File: src/lba_pkg.sv
// Shared constants and types for the linked block allocator.
package lba_pkg;

    // Default sizing of the block pool and the file directory.
    localparam int LBA_NUM_BLOCKS  = 64;
    localparam int LBA_DIR_ENTRIES = 16;

    // Fixed field widths of the ports.
    localparam int CFG_W     = 7;
    localparam int KEY_W     = 64;
    localparam int SIZE_W    = 7;
    localparam int STATUS_W  = 3;
    localparam int IDX_OUT_W = 6;
    localparam int CNT_OUT_W = 7;

    // Operation codes carried by func.
    localparam logic FUNC_CREATE = 1'b0;
    localparam logic FUNC_DELETE = 1'b1;

    // Result status codes.
    typedef enum logic [STATUS_W-1:0] {
        ST_OK       = 3'd0,
        ST_NOMEM    = 3'd1,
        ST_NOTFOUND = 3'd2,
        ST_DIRFULL  = 3'd3,
        ST_ZERO     = 3'd4
    } status_t;

endpackage

File: src/lba_ram.sv
// Simple dual-port memory with one write port and one registered read port.
module lba_ram #(
    parameter int WIDTH = 8,
    parameter int DEPTH = 16,
    parameter int AW    = 4
) (
    input  logic             clk,
    input  logic             we,
    input  logic [AW-1:0]    waddr,
    input  logic [WIDTH-1:0] wdata,
    input  logic [AW-1:0]    raddr,
    output logic [WIDTH-1:0] rdata
);

    logic [WIDTH-1:0] mem [DEPTH];

    // Write and registered read share the clock; contents have no reset.
    always_ff @(posedge clk)
    begin
        if (we)
        begin
            mem[waddr] <= wdata;
        end
        rdata <= mem[raddr];
    end

endmodule

File: src/linked_block_allocator_unit.sv
// Top level of the linked block allocator: sequencer, block flags and directory control.
//
// Usage:
//   The input channel (in_valid/in_ready) takes one word per operation: func selects
//   create or delete, file_key names the file and file_blocks gives the size of a create.
//   The output channel (out_valid/out_ready) returns one word per operation with status,
//   first_block, last_block and free_left.
//   The configuration channel (cfg_valid/cfg_ready/cfg_data) sets the number of managed
//   blocks; a write frees every block and empties the directory. It is taken only while
//   the sequencer is idle and has priority over a waiting input word.
// Operation flow:
//   One operation at a time. An error found in the check step goes straight to the done
//   step. A create scans block indices upward from zero and claims free blocks until the
//   last one is claimed. A delete searches the directory, frees each block of the chain
//   and moves later entries down to close the gap; a missing name is looked for in every
//   directory entry. The next word is taken in the cycle after the result is loaded at the
//   earliest.
// Reset and stalls:
//   Reset frees all NUM_BLOCKS blocks and empties the directory; no clearing pass is
//   needed. A finished result waits in the output register while the next word is
//   accepted; a later result waits in the done step until the register is taken.
module linked_block_allocator_unit #(
    parameter int NUM_BLOCKS  = lba_pkg::LBA_NUM_BLOCKS,
    parameter int DIR_ENTRIES = lba_pkg::LBA_DIR_ENTRIES
) (
    input  logic                           clk,
    input  logic                           rst_n,
    input  logic                           cfg_valid,
    output logic                           cfg_ready,
    input  logic [lba_pkg::CFG_W-1:0]      cfg_data,
    input  logic                           in_valid,
    output logic                           in_ready,
    input  logic                           func,
    input  logic [lba_pkg::KEY_W-1:0]      file_key,
    input  logic [lba_pkg::SIZE_W-1:0]     file_blocks,
    output logic                           out_valid,
    input  logic                           out_ready,
    output logic [lba_pkg::STATUS_W-1:0]   status,
    output logic [lba_pkg::IDX_OUT_W-1:0]  first_block,
    output logic [lba_pkg::IDX_OUT_W-1:0]  last_block,
    output logic [lba_pkg::CNT_OUT_W-1:0]  free_left
);

    import lba_pkg::*;

    localparam int BW         = $clog2(NUM_BLOCKS);
    localparam int FW         = $clog2(NUM_BLOCKS + 1);
    localparam int CW         = (FW > SIZE_W) ? FW : SIZE_W;
    localparam int DW         = (DIR_ENTRIES > 1) ? $clog2(DIR_ENTRIES) : 1;
    localparam int EW         = $clog2(DIR_ENTRIES + 1);
    localparam int DIR_WORD_W = KEY_W + BW;

    localparam logic [CW-1:0] BLOCK_LIMIT = CW'(NUM_BLOCKS);
    localparam logic [EW-1:0] DIR_LIMIT   = EW'(DIR_ENTRIES);
    localparam logic [FW-1:0] FREE_RESET  = FW'(NUM_BLOCKS);

    typedef enum logic [6:0] {
        S_IDLE   = 7'b0000001,
        S_CHECK  = 7'b0000010,
        S_SCAN   = 7'b0000100,
        S_SEARCH = 7'b0001000,
        S_WALK   = 7'b0010000,
        S_SHIFT  = 7'b0100000,
        S_DONE   = 7'b1000000
    } state_t;

    // Block index to the 6-bit output field.
    function automatic logic [IDX_OUT_W-1:0] idx_out(input logic [BW-1:0] v);
        logic [BW+IDX_OUT_W-1:0] ext;
        ext = {{IDX_OUT_W{1'b0}}, v};
        return ext[IDX_OUT_W-1:0];
    endfunction

    // Free count to the 7-bit output field.
    function automatic logic [CNT_OUT_W-1:0] cnt_out(input logic [FW-1:0] v);
        logic [FW+CNT_OUT_W-1:0] ext;
        ext = {{CNT_OUT_W{1'b0}}, v};
        return ext[CNT_OUT_W-1:0];
    endfunction

    state_t                 state_reg, state_next;
    logic                   func_reg, func_next;
    logic [KEY_W-1:0]       key_reg, key_next;
    logic [SIZE_W-1:0]      size_reg, size_next;
    logic [SIZE_W-1:0]      left_reg, left_next;
    logic [FW-1:0]          free_reg, free_next;
    logic [EW-1:0]          entry_cnt_reg, entry_cnt_next;
    logic [EW-1:0]          ent_reg, ent_next;
    logic [BW-1:0]          scan_reg, scan_next;
    logic [BW-1:0]          head_reg, head_next;
    logic [BW-1:0]          prev_reg, prev_next;
    logic [BW-1:0]          pos_reg, pos_next;
    logic [NUM_BLOCKS-1:0]  busy_reg, busy_next;
    logic [NUM_BLOCKS-1:0]  final_reg, final_next;
    status_t                res_status_reg, res_status_next;
    logic [BW-1:0]          res_first_reg, res_first_next;
    logic [BW-1:0]          res_last_reg, res_last_next;
    logic                   out_valid_reg, out_valid_next;
    status_t                out_status_reg, out_status_next;
    logic [IDX_OUT_W-1:0]   out_first_reg, out_first_next;
    logic [IDX_OUT_W-1:0]   out_last_reg, out_last_next;
    logic [CNT_OUT_W-1:0]   out_free_reg, out_free_next;

    logic                   link_we;
    logic [BW-1:0]          link_waddr, link_wdata, link_raddr, link_rdata;
    logic                   dir_we;
    logic [DW-1:0]          dir_waddr, dir_raddr;
    logic [DIR_WORD_W-1:0]  dir_wdata, dir_rdata;

    logic [CW-1:0]          cfg_ext, cfg_clamped;
    logic [EW:0]            ent_plus1, ent_plus2;
    logic                   first_claim;
    logic [BW-1:0]          chain_head;
    logic                   shift_end;

    // Link memory: next block of each chain.
    lba_ram #(
        .WIDTH (BW),
        .DEPTH (NUM_BLOCKS),
        .AW    (BW)
    ) u_link_ram (
        .clk   (clk),
        .we    (link_we),
        .waddr (link_waddr),
        .wdata (link_wdata),
        .raddr (link_raddr),
        .rdata (link_rdata)
    );

    // Directory memory: file key and first block per entry.
    lba_ram #(
        .WIDTH (DIR_WORD_W),
        .DEPTH (DIR_ENTRIES),
        .AW    (DW)
    ) u_dir_ram (
        .clk   (clk),
        .we    (dir_we),
        .waddr (dir_waddr),
        .wdata (dir_wdata),
        .raddr (dir_raddr),
        .rdata (dir_rdata)
    );

    // Handshakes: configuration wins over a waiting input word.
    assign cfg_ready = (state_reg == S_IDLE);
    assign in_ready  = (state_reg == S_IDLE) && !cfg_valid;

    // Clamp the written block count into the supported range.
    always_comb
    begin
        cfg_ext = CW'(cfg_data);
        if (cfg_ext == '0)
        begin
            cfg_clamped = CW'(1);
        end
        else if (cfg_ext > BLOCK_LIMIT)
        begin
            cfg_clamped = BLOCK_LIMIT;
        end
        else
        begin
            cfg_clamped = cfg_ext;
        end
    end

    // Directory addresses one and two entries ahead of the current one.
    assign ent_plus1   = {1'b0, ent_reg} + (EW + 1)'(1);
    assign ent_plus2   = {1'b0, ent_reg} + (EW + 1)'(2);
    assign first_claim = (left_reg == size_reg);
    assign chain_head  = first_claim ? scan_reg : head_reg;
    assign shift_end   = (ent_plus1 >= {1'b0, entry_cnt_reg});

    // Sequencer.
    always_comb
    begin
        state_next      = state_reg;
        func_next       = func_reg;
        key_next        = key_reg;
        size_next       = size_reg;
        left_next       = left_reg;
        free_next       = free_reg;
        entry_cnt_next  = entry_cnt_reg;
        ent_next        = ent_reg;
        scan_next       = scan_reg;
        head_next       = head_reg;
        prev_next       = prev_reg;
        pos_next        = pos_reg;
        busy_next       = busy_reg;
        final_next      = final_reg;
        res_status_next = res_status_reg;
        res_first_next  = res_first_reg;
        res_last_next   = res_last_reg;
        out_valid_next  = out_valid_reg && !out_ready;
        out_status_next = out_status_reg;
        out_first_next  = out_first_reg;
        out_last_next   = out_last_reg;
        out_free_next   = out_free_reg;
        link_we         = 1'b0;
        link_waddr      = prev_reg;
        link_wdata      = scan_reg;
        link_raddr      = pos_reg;
        dir_we          = 1'b0;
        dir_waddr       = entry_cnt_reg[DW-1:0];
        dir_wdata       = {key_reg, chain_head};
        dir_raddr       = '0;

        unique case (state_reg)
            S_IDLE:
            begin
                if (cfg_valid)
                begin
                    free_next      = cfg_clamped[FW-1:0];
                    entry_cnt_next = '0;
                    busy_next      = '0;
                    final_next     = '0;
                end
                else if (in_valid)
                begin
                    func_next  = func;
                    key_next   = file_key;
                    size_next  = file_blocks;
                    state_next = S_CHECK;
                end
            end

            S_CHECK:
            begin
                res_first_next = '0;
                res_last_next  = '0;
                ent_next       = '0;
                if (func_reg == FUNC_CREATE)
                begin
                    if (size_reg == '0)
                    begin
                        res_status_next = ST_ZERO;
                        state_next      = S_DONE;
                    end
                    else if (CW'(size_reg) > CW'(free_reg))
                    begin
                        res_status_next = ST_NOMEM;
                        state_next      = S_DONE;
                    end
                    else if (entry_cnt_reg == DIR_LIMIT)
                    begin
                        res_status_next = ST_DIRFULL;
                        state_next      = S_DONE;
                    end
                    else
                    begin
                        scan_next  = '0;
                        left_next  = size_reg;
                        state_next = S_SCAN;
                    end
                end
                else
                begin
                    state_next = S_SEARCH;
                end
            end

            // Claim the lowest free blocks, one block index per cycle.
            S_SCAN:
            begin
                scan_next = scan_reg + BW'(1);
                if (!busy_reg[scan_reg])
                begin
                    busy_next[scan_reg]  = 1'b1;
                    final_next[scan_reg] = (left_reg == SIZE_W'(1));
                    free_next            = free_reg - FW'(1);
                    left_next            = left_reg - SIZE_W'(1);
                    prev_next            = scan_reg;
                    if (first_claim)
                    begin
                        head_next = scan_reg;
                    end
                    else
                    begin
                        link_we = 1'b1;
                    end
                    if (left_reg == SIZE_W'(1))
                    begin
                        dir_we          = 1'b1;
                        entry_cnt_next  = entry_cnt_reg + EW'(1);
                        res_status_next = ST_OK;
                        res_first_next  = chain_head;
                        res_last_next   = scan_reg;
                        state_next      = S_DONE;
                    end
                end
            end

            // Compare one directory entry per cycle; the read runs one entry ahead.
            S_SEARCH:
            begin
                dir_raddr = ent_plus1[DW-1:0];
                if (ent_reg >= entry_cnt_reg)
                begin
                    res_status_next = ST_NOTFOUND;
                    state_next      = S_DONE;
                end
                else if (dir_rdata[DIR_WORD_W-1 -: KEY_W] == key_reg)
                begin
                    pos_next        = dir_rdata[BW-1:0];
                    link_raddr      = dir_rdata[BW-1:0];
                    res_status_next = ST_OK;
                    res_first_next  = dir_rdata[BW-1:0];
                    state_next      = S_WALK;
                end
                else
                begin
                    ent_next = ent_plus1[EW-1:0];
                end
            end

            // Free one block of the chain per cycle. A freed block is no longer
            // busy, so the walk cannot come around a loop.
            S_WALK:
            begin
                dir_raddr  = ent_plus1[DW-1:0];
                link_raddr = link_rdata;
                if (!busy_reg[pos_reg])
                begin
                    state_next = S_SHIFT;
                end
                else
                begin
                    busy_next[pos_reg]  = 1'b0;
                    final_next[pos_reg] = 1'b0;
                    free_next           = free_reg + FW'(1);
                    if (final_reg[pos_reg])
                    begin
                        state_next = S_SHIFT;
                    end
                    else
                    begin
                        pos_next = link_rdata;
                    end
                end
            end

            // Move later entries down by one to close the gap.
            S_SHIFT:
            begin
                dir_raddr = ent_plus2[DW-1:0];
                if (shift_end)
                begin
                    entry_cnt_next = entry_cnt_reg - EW'(1);
                    state_next     = S_DONE;
                end
                else
                begin
                    dir_we    = 1'b1;
                    dir_waddr = ent_reg[DW-1:0];
                    dir_wdata = dir_rdata;
                    ent_next  = ent_plus1[EW-1:0];
                end
            end

            // Hand the result to the output register once it is free.
            S_DONE:
            begin
                if (!out_valid_reg || out_ready)
                begin
                    out_valid_next  = 1'b1;
                    out_status_next = res_status_reg;
                    out_first_next  = idx_out(res_first_reg);
                    out_last_next   = idx_out(res_last_reg);
                    out_free_next   = cnt_out(free_reg);
                    state_next      = S_IDLE;
                end
            end

            default:
            begin
                state_next = S_IDLE;
            end
        endcase
    end

    // Control state with reset.
    always_ff @(posedge clk or negedge rst_n)
    begin
        if (!rst_n)
        begin
            state_reg     <= S_IDLE;
            free_reg      <= FREE_RESET;
            entry_cnt_reg <= '0;
            busy_reg      <= '0;
            final_reg     <= '0;
            out_valid_reg <= 1'b0;
        end
        else
        begin
            state_reg     <= state_next;
            free_reg      <= free_next;
            entry_cnt_reg <= entry_cnt_next;
            busy_reg      <= busy_next;
            final_reg     <= final_next;
            out_valid_reg <= out_valid_next;
        end
    end

    // Payload and working registers.
    always_ff @(posedge clk)
    begin
        func_reg       <= func_next;
        key_reg        <= key_next;
        size_reg       <= size_next;
        left_reg       <= left_next;
        ent_reg        <= ent_next;
        scan_reg       <= scan_next;
        head_reg       <= head_next;
        prev_reg       <= prev_next;
        pos_reg        <= pos_next;
        res_status_reg <= res_status_next;
        res_first_reg  <= res_first_next;
        res_last_reg   <= res_last_next;
        out_status_reg <= out_status_next;
        out_first_reg  <= out_first_next;
        out_last_reg   <= out_last_next;
        out_free_reg   <= out_free_next;
    end

    assign out_valid   = out_valid_reg;
    assign status      = out_status_reg;
    assign first_block = out_first_reg;
    assign last_block  = out_last_reg;
    assign free_left   = out_free_reg;

    // The free count never exceeds the pool size.
    assert property (@(posedge clk) disable iff (!rst_n)
        free_reg <= FREE_RESET)
    else $error("free count above pool size");

    // A scan always has blocks left to claim.
    assert property (@(posedge clk) disable iff (!rst_n)
        (state_reg == S_SCAN) |-> (left_reg != '0))
    else $error("block scan running with nothing left to claim");

    // Closing the directory gap removes exactly one entry.
    assert property (@(posedge clk) disable iff (!rst_n)
        (state_reg == S_SHIFT) && shift_end
        |=> entry_cnt_reg == EW'($past(entry_cnt_reg) - 1'b1))
    else $error("delete did not remove one directory entry");

    // An accepted word keeps the input closed in the next cycle.
    assert property (@(posedge clk) disable iff (!rst_n)
        in_valid && in_ready |=> !in_ready)
    else $error("input open while an operation is running");

    // A finished result with a free output register is delivered at once.
    assert property (@(posedge clk) disable iff (!rst_n)
        (state_reg == S_DONE) && (!out_valid_reg || out_ready)
        |=> out_valid_reg && (state_reg == S_IDLE))
    else $error("finished result not moved to the output register");

endmodule
File: config.mk
export PLATFORM = sky130hd
export DESIGN_NAME = linked_block_allocator_unit
export DESIGN_NICKNAME = d
export VERILOG_FILES = /design/src/lba_pkg.sv /design/src/lba_ram.sv /design/src/linked_block_allocator_unit.sv
export SDC_FILE = /design/constraint.sdc
export NUM_CORES = 2
export LEC_CHECK = 0
export ABC_AREA = 1
export BUFFER_PORTS_ARGS = -buffer_cell sky130_fd_sc_hd__buf_2
export CAP_MARGIN = 10
export CORE_UTILIZATION = 60
export DETAILED_ROUTE_END_ITERATION = 10
export PLACE_DENSITY = 0.76
export SLEW_MARGIN = 20
export SYNTH_ARGS = -nofsm -noshare
export SYNTH_HDL_FRONTEND = slang
export SYNTH_SLANG_ARGS = --single-unit
export TNS_END_PERCENT = 5
File: constraint.sdc
create_clock -name clk -period 9.3 [get_ports clk]
set_clock_uncertainty 0.05 [all_clocks]
set_input_delay 0.93 -clock clk [delete_from_list [all_inputs] [get_ports clk]]
set_output_delay 0.93 -clock clk [all_outputs]
set_load 0.05 [all_outputs]
==> results.md <==
* Drt wl/cell at 22.37 µm
* Sw Pwr at 5.174 mW
* Core box area at 131800 µm²
* Post-Synthesis Cell Area at 79950 µm²
* Regs by FF count: u_dir_ram.mem (1120), u_link_ram.mem (384), u_dir_ram.rdata (70)
* Cells after Synth at 7033
* Post-synthesis register bit count at 1873
* Worst r2r src: link_wdata[2]
* Initial core utilization at 0.6066
* Comb power frac at 0.125
* Max cap viols at 0
* DRT antenna net count at 0
* Sw Ratio at 0.2642
* Reg2reg path depth at 13
* TNS Setup at 0 ns
* Tightest Pin Transition at 1.142 ns
* Tot GR Track Use at 0.2916
* Clk slew on worst S/H paths at 0.06 ns
* Place WS at 3.621 ns
* Global-route wire length before repair at 304.4 mm
* Post-CTS resize count at 0
* Clock power share at 0.379
* Setup Crit Path Kind: flop to flop
* Final setup vio count at 0
* Core Rows at 133
* Worst R2R End: u_dir_ram.mem[13][14]
* Buf/Inv on CP at 2
* Vias at 55.50k
* Largest net degree at the start of global routing at 239
* Post-route DRC at 0
* Routability cong. at 0.9129
* Fin. Hold Viols at 0
* Syn_nets at 7149
* Port Buffers at 108
* Max Root-Sink Buffers at 3
* Critical path's largest stage delay at 0.93 ns
* Period utilization at 0.6285
* Max reg flops at 1120
* Skew-Pair Late Insertion Delay at 0.83 ns
* Vias in the first global route at 52.78k
* Nets@finish at 7099
* Final hold slack at 0.1522 ns
* Peak supply drop at 0.1780 mV
* Ranking of synthesized cells by area: edfxtp_1 62%, nor2_1 5.4%, nand2_1 4.9%
* CP endpoint kind: flop
* Post-synth top cells: 1649 x edfxtp_1, 1160 x nor2_1, 1042 x nand2_1, 538 x o21ai_0, 465 x nand3_1
* 1st-iter DRT viols at 7738
* Area Growth Syn to Fin at 9.839%
* Avg Inst Size Synth at 11.37 µm²
* Number of setup buffers added after CTS at 0
* Outcome: finished clean
* CP Capture Point: u_dir_ram.mem[13][14]
* Async SR Flop Fraction at 0.07902
* Total routed wirelength at 198.9 mm
* Delay-heaviest family, CP: simple AND/OR/NAND/NOR gates
* DP Wirelength at 108.1 mm
* Yosys Warn Count at 0
* Post-synth EDFFs at 1649
* Number of cells on the critical path at 13
* Pwr Density at 223.0 nW/µm²
* Most frequent cell after synthesis: edfxtp_1
* Setup ws final at 3.455 ns
* Ant. Diodes at 0
* DR vias/cell at 6.241
* H-tree levels at 4
* Dominant synthesized flop cell: edfxtp_1
* Seq pwr share at 0.497
* TritonCTS buffer count at 181
* Max-slew violations at 0
* Gr ovfl total at 0
* Die H at 367.0 µm
* CP startpoint: link_wdata[2]
* Cts-stage hold buffer count at 0
* Io pins at 109
* Sequential share of the synthesized area at 0.6847
* Root buffer cell: clkbuf_16
* DR pass1 iterations at 9
* RSZ-0062 raised after global routing: no
* Biggest register: u_dir_ram.mem
* Yosys cell types at 65
* Register-to-Register Setup Slack at 3.46 ns
* Yosys top cell by area: edfxtp_1
* Worst EP required at 9.68 ns
* Initial antenna violation count at 1
* Worst slew margin at 0.2388
* Arr. time, crit path at 6.23 ns
* Die outline width at 367.0 µm
* CTS tree: built
* Share of post-route cells with drive strength above 1 at 0.08085
* Total power at 19.58 mW
* Critical path launch point type: flop
* CP max stage cell: nor2_4
* Min cycle time layout at 5.845 ns
* CTS sink cnt at 1873
* Class of the worst hold path: input port to asynchronous set/reset pin
* Synth top area share at 0.6194
* Maximum clock rate at 0.1711 GHz
* CP cell instances: nand3_1 > inv_1 > nand2_1 > o221ai_1 > nor2_1 > o221ai_1 > a22o_1 > nor2_1 > nand2_1 > o31ai_1 > nand3_1 > nor2_4 > buf_4
* Critical Path Fanout Max at 48
* Layout Utilization at 0.6663
* Int Power at 14.41 mW
* Leak at 31.34 nW
* Die area at 134700 µm²
cell type report:
class	instances	area [µm²]
clock buffer	248	5044
clock inverter	89	999.7
fill	9278	43980
inverter	447	1692
multi-input combinational	4265	21670
sequential	1873	54750
tap	1755	2196
timing repair buffer	215	1465
layout by cell type (no fill, tap or decap), drive strengths merged, types with 16 or more instances in the layout:
cell type,count
nand3b,73
nand2,1045
dfrtp,146
a21oi,19
o311ai,74
o32ai,177
edfxtp,1649
clkinv,67
ha,30
o21ai,655
bufinv,16
nor2,1164
clkbuf,248
o31ai,103
nand3,476
nor3,20
o221ai,45
o22ai,105
dfxtp,76
buf,215
o211ai,74
o41ai,16
o21bai,73
xor2,40
inv,449
logic make-up after synthesis:
group	share of synthesized area
XOR/XNOR	0.005039
AO/OA/AOI/OAI	0.1123
AND/OR/NAND/NOR	0.1455
flip-flops	0.6847
buffers and inverters	0.04717
adder cells (fa/ha/maj)	0.005196
per-stage QoR:
| stage | instances | area, µm² |
|---|---|---|
| 3_5_place_dp | 8554 | 81720 |
| 3_3_place_gp | 8552 | 81670 |
| 2_1_floorplan | 7033 | 79950 |
| 6_report | 8892 | 87820 |
| 5_1_grt | 8892 | 87820 |
| 4_1_cts | 8891 | 87760 |
how the worst min path moves through the flow:
stage | startpoint | slack (ns) | cells after the start | endpoint
3_3_place_gp | res_last_reg[1] | 0.35 | 0 | last_block[1]
6_report | rst_n | 0.15 | 1 | busy_reg[25]
3_5_place_dp | res_last_reg[4] | 0.35 | 0 | last_block[4]
2_1_floorplan | res_first_reg[0] | 0.35 | 0 | first_block[0]
4_1_cts | file_key[52] | 0.16 | 1 | key_reg[52]
5_1_grt | file_key[53] | 0.19 | 1 | key_reg[53]
power by group through the flow:
stage | Sequential, mW | Combinational, mW | Clock [mW]
floorplan | 9.88 | 1.65 | 0
global placement | 9.89 | 2.31 | 0
detailed placement | 9.89 | 2.38 | 0
CTS | 9.72 | 2.40 | 7.49
global route | 9.74 | 2.67 | 7.79
finish | 9.72 | 2.44 | 7.42
worst reg2reg max path, cell delays in order, from the launching register on:
cell and delay (ns):
edfxtp_1 0.50, nand3_1 0.59, inv_1 0.32, nand2_1 0.13
o221ai_1 0.11, nor2_1 0.13, o221ai_1 0.13, a22o_1 0.24
nor2_1 0.09, nand2_1 0.15, o31ai_1 0.68, nand3_1 0.52
nor2_4 0.94, buf_4 0.85
per-layer routing:
| layer | GRT usage | wire length [µm] | part of all wire | vias to the layer above |
|---|---|---|---|---|
| li1 | - | - | - | 25050 |
| met1 | 0.4059 | 78970 | 0.40 | 26840 |
| met2 | 0.4608 | 93610 | 0.47 | 3107 |
| met3 | 0.04429 | 18450 | 0.093 | 502 |
| met4 | 0.1251 | 7909 | 0.040 | 0 |
| met5 | 0 | 0 | 0 | - |
(Power assumes the default switching activity.)
